--- src/rtl/pmst_pkg.sv ---
// Shared types and defaults for the Prim minimum spanning tree block.
// No dependencies; used by rtl/prim_mst_dense_matrix.sv.
package pmst_pkg;

  localparam int VERTICES_DEF    = 16;
  localparam int WEIGHT_BITS_DEF = 16;
  localparam int OUT_MAX         = 15;

  typedef enum logic [1:0] {
    ST_IDLE  = 2'd0,
    ST_RELAX = 2'd1,
    ST_EMIT  = 2'd2
  } state_t;

endpackage

--- src/rtl/pmst_ram.sv ---
// Generic simple dual-port RAM: one write port, one read port, registered read.
// No dependencies.
module pmst_ram #(
  parameter int WIDTH = 16,
  parameter int DEPTH = 256
) (
  input  logic                     clk,
  input  logic                     we,
  input  logic [$clog2(DEPTH)-1:0] waddr,
  input  logic [WIDTH-1:0]         wdata,
  input  logic [$clog2(DEPTH)-1:0] raddr,
  output logic [WIDTH-1:0]         rdata
);

  logic [WIDTH-1:0] mem [DEPTH];

  always_ff @(posedge clk) begin
    if (we) begin
      mem[waddr] <= wdata;
    end
    rdata <= mem[raddr];
  end

endmodule

--- src/rtl/prim_mst_dense_matrix.sv ---
// Prim minimum spanning tree over a dense adjacency matrix, rooted at vertex 0.
// Load: one matrix entry per cycle while busy is low; the entry marked last starts a run.
// Run: up to VERTICES rounds (one key-RAM read per vertex per round), then one result
// per cycle for vertices 1..min(VERTICES-1,15).
// Reset (rst_n low, synchronous) returns to loading; the matrix RAM keeps its contents.
module prim_mst_dense_matrix #(
  parameter int VERTICES    = pmst_pkg::VERTICES_DEF,
  parameter int WEIGHT_BITS = pmst_pkg::WEIGHT_BITS_DEF
) (
  input  logic        clk,
  input  logic        rst_n,
  input  logic        start,
  output logic        busy,
  input  logic [3:0]  in_row,
  input  logic [3:0]  in_col,
  input  logic [15:0] in_weight,
  input  logic        in_last,
  output logic        out_valid,
  output logic [3:0]  out_parent,
  output logic [3:0]  out_child,
  output logic [15:0] out_edge_weight,
  output logic        out_reachable,
  output logic        out_last_res
);

  localparam int VB      = $clog2(VERTICES);
  localparam int WB      = WEIGHT_BITS;
  localparam int OUT_CNT = (VERTICES - 1 > pmst_pkg::OUT_MAX) ? pmst_pkg::OUT_MAX
                                                               : VERTICES - 1;
  localparam int ADJ_DEPTH = 1 << (2 * VB);
  localparam int KEY_DEPTH = 1 << VB;
  localparam logic [WB:0] KEY_INF = {1'b1, {WB{1'b0}}};

  // ---------------------------------------------------------------------------
  // Control and datapath registers
  // ---------------------------------------------------------------------------
  pmst_pkg::state_t state_r, state_nxt;

  logic [VB:0]         iss_cnt_r, iss_cnt_nxt;   // next vertex whose RAM read is issued
  logic                s1_vld_r, s1_vld_nxt;     // RAM read data valid this cycle
  logic [VB-1:0]       s1_idx_r, s1_idx_nxt;     // vertex the read data belongs to
  logic [VB-1:0]       pick_r, pick_nxt;         // vertex added this round
  logic [WB:0]         low_r, low_nxt;           // running minimum key for next pick
  logic [VB-1:0]       best_r, best_nxt;
  logic                found_r, found_nxt;
  logic [VERTICES-1:0] in_tree_r, in_tree_nxt;
  logic [VERTICES-1:0] kvalid_r, kvalid_nxt;     // key entry written this run

  logic                out_valid_r, out_valid_nxt;
  logic [3:0]          out_parent_r, out_parent_nxt;
  logic [3:0]          out_child_r, out_child_nxt;
  logic [15:0]         out_weight_r, out_weight_nxt;
  logic                out_reach_r, out_reach_nxt;
  logic                out_last_r, out_last_nxt;

  // ---------------------------------------------------------------------------
  // Load side: a transaction is taken when start is high and busy is low
  // ---------------------------------------------------------------------------
  logic          accept;
  logic [7:0]    row8, col8;
  logic          in_range;
  logic [31:0]   w_in32;
  logic [WB-1:0] w_in;

  assign accept   = start && (state_r == pmst_pkg::ST_IDLE);
  assign row8     = 8'(in_row);
  assign col8     = 8'(in_col);
  // drop entries outside the matrix; their last mark still starts the run
  assign in_range = (row8 < 8'(VERTICES)) && (col8 < 8'(VERTICES));
  assign w_in32   = 32'(in_weight);
  assign w_in     = w_in32[WB-1:0];

  // ---------------------------------------------------------------------------
  // Memories: adjacency matrix, and per-vertex {parent, key}
  // ---------------------------------------------------------------------------
  logic [WB-1:0]    adj_rd;
  logic [WB+VB-1:0] key_rd;
  logic             key_we;
  logic [VB-1:0]    rd_idx;

  assign rd_idx = iss_cnt_r[VB-1:0];

  pmst_ram #(
    .WIDTH (WB),
    .DEPTH (ADJ_DEPTH)
  ) u_adj_ram (
    .clk   (clk),
    .we    (accept && in_range),
    .waddr ({row8[VB-1:0], col8[VB-1:0]}),
    .wdata (w_in),
    .raddr ({pick_r, rd_idx}),
    .rdata (adj_rd)
  );

  pmst_ram #(
    .WIDTH (WB + VB),
    .DEPTH (KEY_DEPTH)
  ) u_key_ram (
    .clk   (clk),
    .we    (key_we),
    .waddr (s1_idx_r),
    .wdata ({pick_r, adj_rd}),
    .raddr (rd_idx),
    .rdata (key_rd)
  );

  // ---------------------------------------------------------------------------
  // Shared relax/compare unit: one vertex per cycle. It lowers the key of the
  // vertex in flight and, in the same step, tracks the smallest key outside
  // the tree (strict compare in ascending order keeps the lowest index on ties).
  // ---------------------------------------------------------------------------
  logic [WB-1:0] kv;
  logic [VB-1:0] kpar;
  logic [WB:0]   kv_ext, w_ext, new_ext;
  logic          s1_in_tree, s1_kvalid, upd, cand;
  logic          pass_end, found_f, emit_end, issue_relax, issue_emit;
  logic [VB-1:0] best_f;
  logic [31:0]   kv32;
  logic [7:0]    kpar8, idx8;

  assign kv         = key_rd[WB-1:0];
  assign kpar       = key_rd[WB+VB-1:WB];
  assign s1_in_tree = in_tree_r[s1_idx_r];
  assign s1_kvalid  = kvalid_r[s1_idx_r];
  // an entry not written this run holds infinity
  assign kv_ext     = s1_kvalid ? {1'b0, kv} : KEY_INF;
  assign w_ext      = {1'b0, adj_rd};
  assign upd        = (adj_rd != '0) && !s1_in_tree && (w_ext < kv_ext);
  assign new_ext    = upd ? w_ext : kv_ext;
  assign cand       = !s1_in_tree && (new_ext < low_r);

  assign issue_relax = (state_r == pmst_pkg::ST_RELAX) && (iss_cnt_r < (VB+1)'(VERTICES));
  assign issue_emit  = (state_r == pmst_pkg::ST_EMIT) && (iss_cnt_r <= (VB+1)'(OUT_CNT));
  assign pass_end    = (state_r == pmst_pkg::ST_RELAX) && s1_vld_r
                       && (s1_idx_r == VB'(VERTICES - 1));
  assign emit_end    = (state_r == pmst_pkg::ST_EMIT) && s1_vld_r
                       && (s1_idx_r == VB'(OUT_CNT));
  assign found_f     = found_r || cand;
  assign best_f      = cand ? s1_idx_r : best_r;
  assign key_we      = (state_r == pmst_pkg::ST_RELAX) && s1_vld_r && upd;

  assign kv32  = 32'(kv);
  assign kpar8 = 8'(kpar);
  assign idx8  = 8'(s1_idx_r);

  // ---------------------------------------------------------------------------
  // Next state
  // ---------------------------------------------------------------------------
  always_comb begin
    state_nxt = state_r;
    case (state_r)
      pmst_pkg::ST_IDLE: begin
        if (accept && in_last) begin
          state_nxt = pmst_pkg::ST_RELAX;
        end
      end
      pmst_pkg::ST_RELAX: begin
        // no finite key left outside the tree: the tree is complete
        if (pass_end && !found_f) begin
          state_nxt = pmst_pkg::ST_EMIT;
        end
      end
      pmst_pkg::ST_EMIT: begin
        if (emit_end) begin
          state_nxt = pmst_pkg::ST_IDLE;
        end
      end
      default: state_nxt = pmst_pkg::ST_IDLE;
    endcase
  end

  // ---------------------------------------------------------------------------
  // Datapath and outputs
  // ---------------------------------------------------------------------------
  always_comb begin
    iss_cnt_nxt    = iss_cnt_r;
    s1_vld_nxt     = 1'b0;
    s1_idx_nxt     = rd_idx;
    pick_nxt       = pick_r;
    low_nxt        = low_r;
    best_nxt       = best_r;
    found_nxt      = found_r;
    in_tree_nxt    = in_tree_r;
    kvalid_nxt     = kvalid_r;
    out_valid_nxt  = 1'b0;
    out_parent_nxt = out_parent_r;
    out_child_nxt  = out_child_r;
    out_weight_nxt = out_weight_r;
    out_reach_nxt  = out_reach_r;
    out_last_nxt   = out_last_r;

    case (state_r)
      pmst_pkg::ST_IDLE: begin
        if (accept && in_last) begin
          // fresh run: vertex 0 joins the tree first
          iss_cnt_nxt = '0;
          pick_nxt    = '0;
          low_nxt     = KEY_INF;
          found_nxt   = 1'b0;
          in_tree_nxt = VERTICES'(1);
          kvalid_nxt  = '0;
        end
      end
      pmst_pkg::ST_RELAX: begin
        if (issue_relax) begin
          s1_vld_nxt  = 1'b1;
          iss_cnt_nxt = iss_cnt_r + 1'b1;
        end
        if (s1_vld_r) begin
          if (upd) begin
            kvalid_nxt[s1_idx_r] = 1'b1;
          end
          if (cand) begin
            low_nxt   = new_ext;
            best_nxt  = s1_idx_r;
            found_nxt = 1'b1;
          end
        end
        if (pass_end) begin
          low_nxt   = KEY_INF;
          found_nxt = 1'b0;
          if (found_f) begin
            // add the chosen vertex and start the next round
            pick_nxt             = best_f;
            in_tree_nxt[best_f]  = 1'b1;
            iss_cnt_nxt          = '0;
          end else begin
            iss_cnt_nxt = (VB+1)'(1);
          end
        end
      end
      pmst_pkg::ST_EMIT: begin
        if (issue_emit) begin
          s1_vld_nxt  = 1'b1;
          iss_cnt_nxt = iss_cnt_r + 1'b1;
        end
        if (s1_vld_r) begin
          out_valid_nxt  = 1'b1;
          out_child_nxt  = idx8[3:0];
          out_reach_nxt  = s1_kvalid;
          out_parent_nxt = s1_kvalid ? kpar8[3:0] : 4'd0;
          out_weight_nxt = s1_kvalid ? kv32[15:0] : 16'd0;
          out_last_nxt   = emit_end;
        end
      end
      default: ;
    endcase
  end

  always_ff @(posedge clk) begin
    if (!rst_n) begin
      state_r     <= pmst_pkg::ST_IDLE;
      iss_cnt_r   <= '0;
      s1_vld_r    <= 1'b0;
      pick_r      <= '0;
      low_r       <= KEY_INF;
      best_r      <= '0;
      found_r     <= 1'b0;
      in_tree_r   <= '0;
      kvalid_r    <= '0;
      out_valid_r <= 1'b0;
    end else begin
      state_r     <= state_nxt;
      iss_cnt_r   <= iss_cnt_nxt;
      s1_vld_r    <= s1_vld_nxt;
      pick_r      <= pick_nxt;
      low_r       <= low_nxt;
      best_r      <= best_nxt;
      found_r     <= found_nxt;
      in_tree_r   <= in_tree_nxt;
      kvalid_r    <= kvalid_nxt;
      out_valid_r <= out_valid_nxt;
    end
  end

  // payload: no reset needed
  always_ff @(posedge clk) begin
    s1_idx_r     <= s1_idx_nxt;
    out_parent_r <= out_parent_nxt;
    out_child_r  <= out_child_nxt;
    out_weight_r <= out_weight_nxt;
    out_reach_r  <= out_reach_nxt;
    out_last_r   <= out_last_nxt;
  end

  assign busy            = (state_r != pmst_pkg::ST_IDLE);
  assign out_valid       = out_valid_r;
  assign out_parent      = out_parent_r;
  assign out_child       = out_child_r;
  assign out_edge_weight = out_weight_r;
  assign out_reachable   = out_reach_r;
  assign out_last_res    = out_last_r;

  // ---------------------------------------------------------------------------
  // Assertions
  // ---------------------------------------------------------------------------
`ifndef ASSERT_OFF
  a_last_frees: assert property (@(posedge clk) disable iff (!rst_n)
    out_valid && out_last_res |-> !busy)
    else $error("final result transaction while still busy");

  a_root_in_tree: assert property (@(posedge clk) disable iff (!rst_n)
    (state_r == pmst_pkg::ST_RELAX) |-> in_tree_r[0])
    else $error("root vertex missing from tree during relax");

  a_unreach_zero: assert property (@(posedge clk) disable iff (!rst_n)
    out_valid && !out_reachable |-> (out_parent == 4'd0) && (out_edge_weight == 16'd0))
    else $error("unreachable vertex reported with nonzero parent or weight");

  a_run_starts: assert property (@(posedge clk) disable iff (!rst_n)
    start && !busy && in_last |=> busy && !out_valid)
    else $error("last entry did not start a run");
`endif

endmodule
--- config.mk ---
export PLATFORM = sky130hd
export DESIGN_NAME = prim_mst_dense_matrix
export DESIGN_NICKNAME = d
export VERILOG_FILES = /design/src/rtl/pmst_pkg.sv /design/src/rtl/pmst_ram.sv /design/src/rtl/prim_mst_dense_matrix.sv
export SDC_FILE = /design/constraint.sdc
export NUM_CORES = 2
export LEC_CHECK = 0
export BUFFER_PORTS_ARGS = -buffer_cell sky130_fd_sc_hd__buf_2
export CAP_MARGIN = 15
export CORE_ASPECT_RATIO = 0.5
export CORE_MARGIN = 2
export CORE_UTILIZATION = 40
export DETAILED_ROUTE_END_ITERATION = 6
export GPL_TIMING_DRIVEN = 0
export SYNTH_ARGS = -nofsm -noshare
export SYNTH_HDL_FRONTEND = slang
export SYNTH_MEMORY_MAX_BITS = 65536
export SYNTH_SLANG_ARGS = --single-unit
--- constraint.sdc ---
create_clock -name clk -period 9.4 [get_ports clk]
set_clock_uncertainty 0.05 [all_clocks]
set_input_delay 1.41 -clock clk [delete_from_list [all_inputs] [get_ports clk]]
set_output_delay 1.41 -clock clk [all_outputs]
set_load 0.005 [all_outputs]
; ---- After elaboration in Yosys (flattened, before gate mapping)
; Memories as Yosys holds them, arrays and structs flattened. A register that Yosys moved wholly into a read port is not among the register bits.
; Index checks and enable logic that the tools add are counted.
[word_totals]
ff_bits = 97
ramBits = 4416
inputBits = 28
output_inout_bits = 28
mem_count = 2
[op_classes]
addsub = 1
magnitude_cmp = 10
n_eq_ne = 14
muxes = 51
bitwise_logic = 2
reduce_logical = 33
[memory_table]
columns = memory, depth, word_bits, rd, rd_ports_with_merged_regs, wr, line_no
row1 = u_adj_ram.mem, 256, 16, 1, 1, 1, pmst_ram.sv:15  ; logic [WIDTH-1:0] mem [DEPTH];
row2 = u_key_ram.mem, 16, 20, 1, 1, 1, pmst_ram.sv:15
[op_table]
columns = operator, n
row1 = 17-bit two-way mux, 6
row2 = 16-bit two-way mux, 6
row3 = 16-bit case mux with 2 select lines, 2
row4 = 17-bit case mux with 2 select lines, 1
row5 = 16-bit bitwise OR, 2
row6 = 4-bit by 5-bit < comparator with 1-bit output (second input constant), 4
row7 = 5-bit two-way mux, 4
row8 = 1-bit logical AND, 17
row9 = 16-bit by 17-bit < comparator with 1-bit output, 1
row10 = 17-bit < comparator, 1
row11 = 1-bit two-way mux, 16
row12 = 4-bit two-way mux, 4
row13 = 4-bit AND reduction, 4
row14 = 16-bit nonzero test, 1
row15 = 5-bit case mux with 3 select lines, 1
row16 = 2-bit != test (second input constant), 6
row17 = 3-bit != test (second input constant), 3
row18 = 1-bit binary-select mux with 4-bit select, 2
row19 = 1-bit demux with 4-bit select, 2
row20 = 4-bit by 1-bit >= comparator with 1-bit output (second input constant), 2
row21 = 4-bit case mux with 2 select lines, 1
row22 = 2-bit two-way mux, 3
row23 = 2-bit case mux with 3 select lines, 1
row24 = 2-bit AND reduction, 3
row25 = other kinds (14), 18

; ---- Depth between registers and ports, before layout
[logic_depth]
ltp_word = 17
mapped_depth = 28
mapped_depth_nobuf = 23

; ---- Modules after synthesis
; From an unflattened synthesis, not the netlist that was laid out.
[hier_totals]
cells_unflattened = 8457
hier_area_um2 = 176600.6
[modules_own_cells]
columns = mod, n_inst, cells_each, area_each_um2, seq_area_each_um2
row1 = pmst_ram at u_adj_ram, 1, 7360, 158714.7, 123318.3
row2 = pmst_ram at u_key_ram, 1, 533, 12530.8, 10009.6
row3 = prim_mst_dense_matrix, 1, 564, 5355.1, 2202.1

; ---- Worst setup path after synthesis
; Ideal clock, no wire load.
[synth_timing]
path_kind = register to register
from = reg s1_idx_r[0]
to = mem u_key_ram.mem[0][0] (netlist name) (enable)
setup_time_ps = 448
t_arrival_ps = 5780
required_ps = 8902
path_slack_ps = 3122
stages_incl_launch_ff = 17
path_buffers = 4
path_cell_list = dfxtp_1 -> buf_6 -> mux4_2 -> mux4_2 -> clkbuf_1 -> and2_1 -> inv_1 -> ha_1 -> a21oi_1 -> o21ai_0 -> a2111oi_0 -> a31oi_1 -> o21ai_0 -> nand2_1 -> buf_1 -> buf_1 -> nor4_1
[synth_between]
elab_chain_cells = 8
word_cells_on_any_way = 12
cone_classes = order compare (1) / mux (7) / reduce/logical (4)
[synth_lines]
columns = item, line_no
row1 = from (decl), prim_mst_dense_matrix.sv:41  ; logic [VB-1:0] s1_idx_r, s1_idx_nxt;
row2 = from (signal assigned), prim_mst_dense_matrix.sv:278  ; s1_idx_r <= s1_idx_nxt;
row3 = "1-bit binary-select mux with 4-bit select, on equally long branches", "prim_mst_dense_matrix.sv:124, prim_mst_dense_matrix.sv:123"
row4 = "1-bit two-way mux, on equally long branches", "prim_mst_dense_matrix.sv:124, prim_mst_dense_matrix.sv:123"
row5 = 17-bit two-way mux / 1-bit logical NOT (equally long branches), "prim_mst_dense_matrix.sv:126, prim_mst_dense_matrix.sv:128"
row6 = 16-bit by 17-bit < comparator with 1-bit output / 1-bit logical AND (equally long branches), prim_mst_dense_matrix.sv:128  ; assign upd = (adj_rd != '0) && !s1_in_tree && (w_ext < kv_ext);
row7 = 1-bit logical AND, prim_mst_dense_matrix.sv:128
row8 = 1-bit logical AND, prim_mst_dense_matrix.sv:140  ; assign key_we = (state_r == pmst_pkg::ST_RELAX) && s1_vld_r && upd;
row9 = 1-bit two-way mux, pmst_ram.sv:18  ; if (we) begin
row10 = 1-bit two-way mux (not written as such), pmst_ram.sv:19  ; mem[waddr] <= wdata;
row11 = to (decl), pmst_ram.sv:15
; Parallel ways exist; a longest one is shown, timed or not. The select of a mux whose other input is x is not followed.

; ---- Final worst setup path
[layout_timing]
from = reg s1_idx_r[0]
to = reg low_r[15]
[layout_between]
elab_chain_cells = 10
word_cells_on_any_way = 21
cone_classes = order compare (2) / eq/ne (3) / mux (10) / reduce/logical (6)
[layout_lines]
columns = item, line_no
row1 = 1-bit binary-select mux with 4-bit select *, prim_mst_dense_matrix.sv:124  ; assign s1_kvalid = kvalid_r[s1_idx_r];
row2 = 1-bit two-way mux (not written as such) *, prim_mst_dense_matrix.sv:124
row3 = named net s1_kvalid, prim_mst_dense_matrix.sv:115  ; logic s1_in_tree, s1_kvalid, upd, cand;
row4 = 17-bit two-way mux *, prim_mst_dense_matrix.sv:126  ; assign kv_ext = s1_kvalid ? {1'b0, kv} : KEY_INF;
row5 = 16-bit by 17-bit < comparator with 1-bit output, prim_mst_dense_matrix.sv:128
row6 = 1-bit logical AND, prim_mst_dense_matrix.sv:128
row7 = 17-bit two-way mux *, prim_mst_dense_matrix.sv:129  ; assign new_ext = upd ? w_ext : kv_ext;
row8 = 17-bit < comparator / 17-bit two-way mux (equally long branches), "prim_mst_dense_matrix.sv:130, prim_mst_dense_matrix.sv:213"
row9 = 1-bit logical AND / 17-bit two-way mux (equally long branches), "prim_mst_dense_matrix.sv:130, prim_mst_dense_matrix.sv:209"
row10 = 3-bit != test (no source line) / 17-bit two-way mux (equally long branches), n/a
row11 = 4-bit AND reduction (no source line) / 17-bit case mux with 2 select lines (equally long branches), n/a
row12 = to (signal assigned), prim_mst_dense_matrix.sv:267  ; low_r <= low_nxt;
row13 = to (decl), prim_mst_dense_matrix.sv:43  ; logic [WB:0] low_r, low_nxt;
; The timed path passes the listed nets; every way through them passes the cells marked *. The select of a mux whose other input is x is not followed.
; A chain may end at the register's enable or synchronous reset.

==> flow_summary.toml <==
[die]
die_w_um = 937
num_rows = 171
fp.dieArea_sq_um = 441000
ios = 56
start_util_pct = 40.1
core_area_sq_um = 434000
die_h_um = 470

[yosys]
synthesis.nets = 7198
ys.flop_type = "edfxtp_1"
avgSynthCellArea_sq_um = 24.4
ys_async_sr_fraction_pct = 0
ys_seq_area_share_pct = 77.9
post-synth-top-area-fraction_pct = 76.6
synthCells = 7134
yosys.area.top_type = "edfxtp_1"
syn-cell-area_sq_um = 174000
synth_edf_count = 4442
ys_seq_elements = 4549
yosys_warnings = 0
ys_top_cells_by_area = "edfxtp_1 77%, mux4_2 19%, dfxtp_1 1.2%"
synthDistinctLibCells = 55

[routing]
routed_wl_um = 481000
vias = 83351
ant_nets = 0
routed_via_density = 5.90
wl_per_cell_um = 34.0
drcViolationCount = 0
firstDrtPassIters = 6
drt_iter0_markers = 12865

[grt]
grt_max_degree = 145
grtUsageMet3_pct = 5.00
grt_pass1_vias = 81123
grt_pass1_wl_um = 661000
grt_util_all_layers_pct = 21.4
grt_util_met1_pct = 31.9
overflow = 0
use_met2_pct = 32.3
antenna_found_initial = 68
grt-busiest-layer = "met2"

[power]
p_sw_w = 0.00858
vdd_ir_drop_max_mv = 0.149
p_leak_nw = 59.7
switching_share_pct = 21.1
internal_power_w = 0.0321
sequentialPowerShare_pct = 54.9
clockPowerShare_pct = 41.2
powerDensity_nw_per_um2 = 201
power_frac_comb_pct = 3.9

[timing]
relSlewSlack_pct = 14.4
hold_viol_final = 0
timing.final.crit_period_ns = 7.60
min_period_over_period_pct = 80.8
tightestPinTransition_ns = 1.28
whs_ns = 0.382
rsz0062_at_grt = "false"
setup_viol = 0
max_freq_ghz = 0.132
maxSlewViolCount = 0

[critical_path]
cp.arrival_ns = 8.37
crit_fanout = 10
worst_setup_path_start_kind = "register"
crit_type = "register to register"
required_ns = 10.18
worstSetupEndpointType = "register"

[cts]
cts_tree = "built"
clock_latency_ns = 0.97
cts.htree.levels = 5
postCtsSetupBuffers = 0
cts_root_buf = "clkbuf_16"
cts_buffers = 420
clk_pin_slew_ns = 0.06
hold_buffers = 0
post_cts_resized = 0
cts.path.max_buffers = 4
cts_sinks = 4549

[cells_and_area]
multi_input_area_sq_um = 37600
fin_util_pct = 46.6
fin_nets = 8042
fillerInstances = 34943
stdcell_count = 14134
drive_gt1_share_pct = 34.4
area_growth_pct = 16.0
area.sequential_sq_um = 136000

[placed_design]
place_congestion = 0.838
hpwl_um = 327000
dp_cells = 13337
portBuffers = 52

[status]
status = "finished clean"

[hold_path]
hp-class = "register to register"

[flow_run]
drv_cap = 0
-- cell usage after synthesis, types with 10 or more instances --
master and number:
nand2_1 56, a21oi_1 38, edfxtp_1 4442, and2_1 22, dfxtp_1 107, nor2_1 302, mux2i_1 11, mux4_2 1464
nor4_1 21, mux2_2 17, nand4_1 10, clkbuf_1 237, a21o_1 12, nor2b_1 12, a32o_1 15, o21ai_0 22
nand3_1 23, nor3_1 11, inv_1 45, buf_1 96, ha_1 36, buf_2 51
-- stage by stage --
step           total power, W  TNS (ns)  setup slack, ns  cell area (sq um)
3_5_place_dp           0.0243         0             1.81             188000
5_1_grt                0.0417         0             1.15             202000
6_report               0.0406         0             1.80             202000
4_1_cts                0.0408         0             1.79             202000
3_3_place_gp           0.0243    -91.49           -0.473             182000
2_1_floorplan          0.0235         0             3.12             174000
-- worst paths after layout --
kind	startpoint	depth (start not counted)	end	slack, ns
max reg2reg	s1_idx_r[0]$_DFF_P_	26	low_r[15]$_SDFFE_PN0P_	1.80
min	s1_idx_r[3]$_DFF_P_	0	out_child[3]$_DFFE_PP_	0.38
max	s1_idx_r[0]$_DFF_P_	26	low_r[15]$_SDFFE_PN0P_	1.80
min reg2reg	s1_idx_r[3]$_DFF_P_	0	out_child[3]$_DFFE_PP_	0.38
-- metal layers --
metal / vias to the layer above / wire [um]
met5: - / 119
met2: 4444 / 219000
met3: 630 / 51900
li1: 32589 / -
met4: 18 / 12000
met1: 45670 / 198000
-- critical path: stages (launching register included) --
cell       delay (ns)
dfxtp_1          0.48
buf_6            0.22
mux4_2           0.52
mux4_2           0.60
clkbuf_1         0.31
and2_1           0.31
inv_1            0.08
ha_1             0.23
a21oi_1          0.14
nor2_1           0.05
a2111oi_0        0.38
a31oi_1          0.20
o21ai_0          0.43
nand2_1          0.19
buf_1            0.33
mux2_2           0.40
ha_1             0.30
a2111oi_0        0.37
o21ai_0          0.15
a221oi_1         0.30
o21ai_1          0.21
a221o_1          0.36
a21o_1           0.18
and2_1           0.15
buf_2            0.18
buf_6            0.16
a32o_1           0.20
-- final cells by class --
type,instances,area share (%)
buffer,389,0.796
clock inverter,241,1.03
clock buffer,521,5.49
timing repair buffer,422,3.24
antenna,21,0.0260
multi-input combinational,2151,18.6
inverter,45,0.0837
sequential,4549,67.1
tap,5795,3.59
-- power groups by stage --
stage	registers, W	clock network, W	logic (W)
2_1_floorplan	0.0227	0	0.000758
3_3_place_gp	0.0228	0	0.00147
3_5_place_dp	0.0227	0	0.00159
4_1_cts	0.0223	0.0169	0.00159
5_1_grt	0.0223	0.0177	0.00168
6_report	0.0223	0.0168	0.00159
-- registers in the layout, indices dropped and copies added, names as in the netlist, 5 cells and up --
name             cells
out_edge_weight     16
u_adj_ram.mem     4096
low_r               17
u_key_ram.mem      320
u_adj_ram.rdata     16
iss_cnt_r            5
u_key_ram.rdata     20
kvalid_r            16
in_tree_r           16
-- cells in the final DEF, fill, tap and decap left out, drive strengths merged, types with 3 or more instances in the layout --
| cell type | instances |
|---|---|
| edfxtp | 4442 |
| mux4 | 1466 |
| clkbuf | 761 |
| buf | 571 |
| nor2 | 302 |
| clkinv | 184 |
| dfxtp | 107 |
| inv | 61 |
| nand2 | 56 |
| a21oi | 38 |
| ha | 36 |
| bufinv | 32 |
| and2 | 24 |
| o21ai | 24 |
| nand3 | 23 |
| nor4 | 22 |
| diode | 21 |
| mux2 | 17 |
| a32o | 15 |
| a21o | 12 |
| nor2b | 12 |
| nor3 | 12 |
| mux2i | 11 |
| nand4 | 10 |
| nand2b | 9 |
| clkinvlp | 9 |
| or2 | 9 |
| and3 | 6 |
| a211oi | 6 |
| o31ai | 6 |
| a31oi | 4 |
| o21a | 4 |
| or3 | 3 |
| a22o | 3 |
-- cell families after synthesis --
group / after synthesis / synth area share [%]
simple gates: 494 / 1.26
fa+ha+maj: 36 / 0.259
flops: 4549 / 77.9
buf+inv: 434 / 0.990
mux: 1494 / 19.1
compound gates: 127 / 0.490
Note: power is estimated with default switching activity, not from simulation.
